==> src/hdl/crc_pkg.sv <==
// Package: shared types, constants and tables for the running centroid block.
package crc_pkg;

   localparam int MAX_MEMBERS_DEF  = 64;
   localparam int CORDIC_STEPS_DEF = 16;
   localparam int ATAN_LEN         = 24;
   localparam int AW               = 40;   // CORDIC datapath width

   localparam logic signed [AW-1:0] PI_Q24      = AW'(52707179);
   localparam logic signed [AW-1:0] HALF_PI_Q24 = AW'(26353589);
   localparam logic signed [AW-1:0] UNIT_Q28    = AW'(268435456);
   localparam logic signed [15:0]   HEAD_LIM    = 16'sd25736;

   typedef enum logic [1:0] {
      OP_ADD   = 2'd0,
      OP_QUERY = 2'd1,
      OP_CLEAR = 2'd2,
      OP_NONE  = 2'd3
   } op_type;

   localparam logic [1:0] ST_DONE  = 2'd0;
   localparam logic [1:0] ST_FOUND = 2'd1;
   localparam logic [1:0] ST_FULL  = 2'd2;

   typedef struct packed {
      logic [1:0]         operation;
      logic [15:0]        item_id;
      logic signed [31:0] item_x;
      logic signed [31:0] item_y;
      logic signed [31:0] item_z;
      logic signed [15:0] item_orientation;
      logic               item_dwell;
   } req_type;

   typedef struct packed {
      logic [1:0]         status;
      logic [6:0]         member_count;
      logic [15:0]        cluster_id;
      logic signed [31:0] mean_x;
      logic signed [31:0] mean_y;
      logic signed [31:0] mean_z;
      logic [15:0]        mean_dwell;
      logic signed [15:0] mean_orientation;
      logic signed [31:0] found_x;
      logic signed [31:0] found_y;
      logic signed [31:0] found_z;
      logic signed [15:0] found_orientation;
   } rsp_type;

   // controller -> datapath commands
   typedef struct packed {
      logic load;        // capture request
      logic first_set;   // first member: set means directly
      logic div_start;   // start the divider
      logic rot_start;   // start rotation of element (sel)
      logic rot_sel;     // 0 mean heading, 1 new heading
      logic acc_load;    // form weighted sums
      logic vec_start;   // start vectoring
      logic mean_upd;    // commit means
      logic store_wr;    // write member entry
      logic scan_rd;     // issue read at scan index
      logic scan_clr;    // reset scan index
      logic found_cap;   // capture found entry
      logic clear;       // empty the store
      logic rsp_load;    // form result word
      logic [1:0] status;
   } cmd_type;

   typedef struct packed {
      logic       div_done;
      logic       rot_done;
      logic       vec_done;
      logic       count_zero;
      logic       full;
      logic       scan_end;   // scan index reached count
      logic       id_match;   // registered read matches
   } sts_type;

   function automatic logic signed [AW-1:0] atan_q24(input int i);
      logic signed [AW-1:0] r;
      case (i)
         0: r = AW'(13176795);  1: r = AW'(7778716);   2: r = AW'(4110060);
         3: r = AW'(2086331);   4: r = AW'(1047214);   5: r = AW'(524117);
         6: r = AW'(262123);    7: r = AW'(131069);    8: r = AW'(65536);
         9: r = AW'(32768);     10: r = AW'(16384);    11: r = AW'(8192);
         12: r = AW'(4096);     13: r = AW'(2048);     14: r = AW'(1024);
         15: r = AW'(512);      16: r = AW'(256);      17: r = AW'(128);
         18: r = AW'(64);       19: r = AW'(32);       20: r = AW'(16);
         21: r = AW'(8);        22: r = AW'(4);        23: r = AW'(2);
         default: r = '0;
      endcase
      return r;
   endfunction

endpackage

==> src/hdl/crc_ctrl.sv <==
// Controller: sequences add, query and clear over the datapath.
module crc_ctrl import crc_pkg::*; (
   input  logic    clock,
   input  logic    reset,
   input  logic    req_valid,
   input  logic [1:0] req_op,
   output logic    req_ready,
   output logic    rsp_valid,
   input  logic    rsp_ready,
   input  sts_type sts,
   output cmd_type cmd
);
   typedef enum logic [10:0] {
      S_IDLE  = 11'b00000000001,
      S_DEC   = 11'b00000000010,
      S_DIV   = 11'b00000000100,
      S_ROT0  = 11'b00000001000,
      S_ROT1  = 11'b00000010000,
      S_ACC   = 11'b00000100000,
      S_VEC   = 11'b00001000000,
      S_SCAN  = 11'b00010000000,
      S_WAIT  = 11'b00100000000,
      S_RSP   = 11'b01000000000,
      S_OUT   = 11'b10000000000
   } state_type;

   state_type st_ff, st_in;
   op_type    op_ff;
   logic [1:0] status_ff, status_in;
   logic [1:0] ndiv_ff, ndiv_in;
   logic       rot_go_ff, rot_go_in;

   always_comb begin
      st_in     = st_ff;
      status_in = status_ff;
      ndiv_in   = ndiv_ff;
      rot_go_in = 1'b0;
      cmd       = '0;
      cmd.status = status_ff;
      req_ready = (st_ff == S_IDLE);
      rsp_valid = (st_ff == S_OUT);
      case (st_ff)
         S_IDLE: begin
            if (req_valid) begin
               cmd.load  = 1'b1;
               status_in = ST_DONE;
               st_in     = S_DEC;
            end
         end
         S_DEC: begin
            case (op_ff)
               OP_ADD: begin
                  if (sts.full) begin
                     status_in = ST_FULL;
                     st_in     = S_RSP;
                  end else if (sts.count_zero) begin
                     cmd.first_set = 1'b1;
                     cmd.store_wr  = 1'b1;
                     st_in         = S_RSP;
                  end else begin
                     cmd.div_start = 1'b1;
                     ndiv_in       = 2'd0;
                     st_in         = S_DIV;
                  end
               end
               OP_QUERY: begin
                  cmd.scan_clr = 1'b1;
                  st_in        = S_SCAN;
               end
               OP_CLEAR: begin
                  cmd.clear = 1'b1;
                  st_in     = S_RSP;
               end
               default: st_in = S_RSP;
            endcase
         end
         S_DIV: begin
            if (sts.div_done) begin
               if (ndiv_ff == 2'd3) begin
                  cmd.rot_start = 1'b1;
                  cmd.rot_sel   = 1'b0;
                  st_in         = S_ROT0;
               end else begin
                  ndiv_in = ndiv_ff + 1'b1;
                  rot_go_in = 1'b1;
               end
            end
            if (rot_go_ff) cmd.div_start = 1'b1;
         end
         S_ROT0: begin
            if (sts.rot_done) begin
               cmd.rot_start = 1'b1;
               cmd.rot_sel   = 1'b1;
               st_in         = S_ROT1;
            end
         end
         S_ROT1: begin
            cmd.rot_sel = 1'b1;
            if (sts.rot_done) begin
               cmd.acc_load = 1'b1;
               st_in        = S_ACC;
            end
         end
         S_ACC: begin
            cmd.vec_start = 1'b1;
            st_in         = S_VEC;
         end
         S_VEC: begin
            cmd.rot_sel = 1'b1;
            if (sts.vec_done) begin
               cmd.mean_upd = 1'b1;
               cmd.store_wr = 1'b1;
               st_in        = S_RSP;
            end
         end
         S_SCAN: begin
            if (sts.scan_end) st_in = S_WAIT;
            else              cmd.scan_rd = 1'b1;
            if (sts.id_match) begin
               cmd.found_cap = 1'b1;
               cmd.scan_rd   = 1'b0;
               status_in     = ST_FOUND;
               st_in         = S_RSP;
            end
         end
         S_WAIT: begin
            if (sts.id_match) begin
               cmd.found_cap = 1'b1;
               status_in     = ST_FOUND;
            end
            st_in = S_RSP;
         end
         S_RSP: begin
            cmd.rsp_load = 1'b1;
            st_in        = S_OUT;
         end
         S_OUT: begin
            if (rsp_ready) st_in = S_IDLE;
         end
         default: st_in = S_IDLE;
      endcase
   end

   always_ff @(posedge clock) begin
      if (reset) begin
         st_ff     <= S_IDLE;
         status_ff <= ST_DONE;
         ndiv_ff   <= '0;
         rot_go_ff <= 1'b0;
         op_ff     <= OP_NONE;
      end else begin
         st_ff     <= st_in;
         status_ff <= status_in;
         ndiv_ff   <= ndiv_in;
         rot_go_ff <= rot_go_in;
         if (cmd.load) op_ff <= op_type'(req_op);
      end
   end

   a_one_hot: assert property (@(posedge clock) disable iff (reset)
      $onehot(st_ff)) else $error("state not one-hot");
   a_rsp_after: assert property (@(posedge clock) disable iff (reset)
      cmd.rsp_load |=> rsp_valid) else $error("result not presented");
   a_no_accept_busy: assert property (@(posedge clock) disable iff (reset)
      rsp_valid |-> !req_ready) else $error("accept while result pending");
endmodule

==> config.mk <==
export PLATFORM = sky130hd
export DESIGN_NAME = crc_ctrl
export DESIGN_NICKNAME = d
export VERILOG_FILES = /design/src/hdl/crc_pkg.sv /design/src/hdl/crc_ctrl.sv
export SDC_FILE = /design/constraint.sdc
export NUM_CORES = 1
export LEC_CHECK = 0
export ABC_AREA = 1
export BUFFER_PORTS_ARGS = -buffer_cell sky130_fd_sc_hd__clkbuf_2
export CORE_MARGIN = 1
export CORE_UTILIZATION = 50
export DETAILED_ROUTE_END_ITERATION = 7
export GPL_TIMING_DRIVEN = 0
export PLACE_DENSITY = 0.72
export SYNTH_ARGS = -nofsm -noshare
export SYNTH_HDL_FRONTEND = slang
export SYNTH_SLANG_ARGS = --single-unit
==> constraint.sdc <==
create_clock -name clock -period 2.52 [get_ports clock]
set_input_delay 0.126 -clock clock [delete_from_list [all_inputs] [get_ports clock]]
set_output_delay 0.126 -clock clock [all_outputs]
set_load 0.02 [all_outputs]
==> out/metrics.csv <==
metric,value,unit
worst slew margin relative to its limit,69.35,%
Commonest cells post-synth,"inv_1 (45), nand2_1 (33), nor2_1 (29)",
hpwl dp,2376,um
ys async rst share,0,%
Post-Route Utilization,62.35,%
endpoints failing hold,0,
H-Tree Depth,1,
final worst-path cycle share,76.20,%
top_reg_cell synth,dfxtp_1,
Post-DP Area,0.001536,sq mm
# Max-Cap Violations,0,
core area,0.002522,sq mm
FMAX,520.8,MHz
unrepaired setup endpoints after global routing,false,
P_leak,0.0009205,uW
Detailed Route WL,2897,um
drt wl/cell,10.77,um
Die Y,53.94,um
Initial Util,53.47,%
initial drt markers,25,
Post-CTS Resized,0,
status,"finished, final reports clean",
CP Class,register to primary output,
PwrDens,1267,mW/mm^2
Synth area leaders,"dfxtp_1 (27%), inv_1 (13%), nand2_1 (9.2%), nor2_1 (8.1%), nor2_4 (5.8%)",
library cells used by synthesis,32,
Placer Congestion,0.9006,
Clock Latency Late Sink,0.30,ns
sequential share of the synthesized area,26.72,%
share of the synthesized area in the top cell type,26.72,%
min Tclk post-route,1.920,ns
CTS max path bufs,2,
fin area,0.001573,sq mm
Worst Path Required,2.39,ns
"Area growth, synth to finish",16.60,%
first-pass GRT wire length,4905,um
cts hold-fix bufs,0,
synthesized area per cell,6.579,sq um
Post-synth EDFFs,0,
GR Util All Layers,23.52,%
# rows,18,
io pins,31,
antenna-violating nets left,0,
vias,1320,
Yosys top cell by area,dfxtp_1,
CP Data Arrival Time,1.79,ns
worst min-delay path class,input pin to register,
TNS Setup,0,ns
clock sink count,18,
initial antenna violation count,0,
Final Setup Violations,0,
most common cell in the netlist,inv_1,
worst-path fanout max,7,
synthesized area,0.001349,sq mm
drc violations,0,
Root Buffer,clkbuf_4,
CP max stage delay,0.36,ns
Crit path top cell by count,nand2_4,
vias in the first global route,1148,
layout cells sized above 1,28.87,%
Worst setup EP type,primary output,
Yosys reg bits,18,
peak supply drop,1014,uV
total clock buffers created by CTS,3,
YS warnings,0,
Final #Nets,254,
max-slew violation count,0,
clk_skew,0.004615,ns
Die X,53.94,um
crit-path cells,"nor2_4, nand2_4, nor2_8, nand2_4, nor4_1, or2_2, clkbuf_2",
clock tree from TritonCTS,built,
Worst Tran Pin Value,0.4597,ns
CP max-delay cell,dfxtp_1,
post-CTS setup buffer count,0,
Die ar.,0.002910,sq mm
"Remaining Overflow, GRT",0,
syn_nets,219,
largest net degree at the start of global routing,11,
Buffers on Ports,30,
DRT Pass-1 Iters,4,
clk slew on worst S/H paths,0.12,ns
vias per cell,4.907,
Cells after Synth,205,
worst reg-to-reg setup slack,0.94,ns
crit start category,register,
ANT cells,0,
-- area by class of cell --
class	count	area, sq um
clock buffer	4	36.28
sequential	18	360.3
timing repair buffer	30	150.1
inverter	50	188.9
tap	30	37.54
fill	262	949.7
multi-input combinational	136	795.8
buffer	1	3.754
-- layout by cell type (no fill, tap or decap), types with 3 or more instances in the layout --
| cell type | netlist | final |
|---|---|---|
| nand2_2 | 6 | 6 |
| clkbuf_2 | 0 | 30 |
| nor2_4 | 7 | 7 |
| inv_1 | 45 | 45 |
| clkbuf_4 | 0 | 3 |
| nor3_1 | 3 | 3 |
| o21ai_0 | 5 | 5 |
| nand2_4 | 6 | 6 |
| nand3_1 | 14 | 14 |
| nand3b_1 | 3 | 3 |
| nor2_1 | 29 | 29 |
| nand2_1 | 33 | 33 |
| inv_2 | 4 | 4 |
| dfxtp_1 | 18 | 18 |
| nand4_1 | 6 | 6 |
-- metrics by stage --
stage	hold WS (ns)	total power, uW	setup WS (ns)	instances
after global placement	0.3372	1801	0.9370	265
after detailed placement	0.3372	1812	0.9339	265
after CTS	0.008375	2004	0.5844	269
after floorplan	0.2031	1558	0.5867	205
final	0.01803	1993	0.5999	269
after global routing	0.006186	2188	0.4712	269
-- layer usage --
metal / vias up / part of all wire [%] / global-route usage (%)
met1: 580 / 49 / 31.75
met2: 33 / 45 / 37.86
met3: 4 / 4.7 / 3.390
met4: 0 / 1.1 / 7.895
li1: 703 / - / -
met5: - / 0 / 0
-- power breakdown --
group	total, uW	switching, uW	internal (uW)	leakage (uW)
Clock	188	100	88.1	0.0000210
Sequential	449	76.5	373	0.000147
Combinational	1360	886	470	0.000753
Total	1990	1060	931	0.000920
-- worst paths after layout --
kind                            cells past startpoint                 startpoint                   endpoint
worst max-delay path                                7     st_ff[10]$_SDFFE_PP0P_                     cmd[7]
worst min-delay path                                2                      reset       rot_go_ff$_SDFF_PP0_
worst min register to register                      2  status_ff[1]$_SDFFE_PP0P_  status_ff[1]$_SDFFE_PP0P_
worst max register to register                     10      st_ff[8]$_SDFFE_PP0P_      st_ff[8]$_SDFFE_PP0P_
-- flip-flops by register name, indices dropped and copies added (netlist names) --
register and count:
st_ff 11, ndiv_ff 2, op_ff 2, status_ff 2, rot_go_ff 1
-- cell families after synthesis --
family,share of synthesized area (%)
AND/OR/NAND/NOR,51.02
adder cells (fa/ha/maj),0.9275
flip-flops,26.72
buffers and inverters,14.28
AO/OA/AOI/OAI,7.050
-- critical path, delay by kind of cell (launching register included) --
family | cells | cell delay (ns)
AND/OR/NAND/NOR | 6 | 0.97
flip-flops | 1 | 0.36
buffers and inverters | 1 | 0.15
Power figures use the tool's default switching activity.
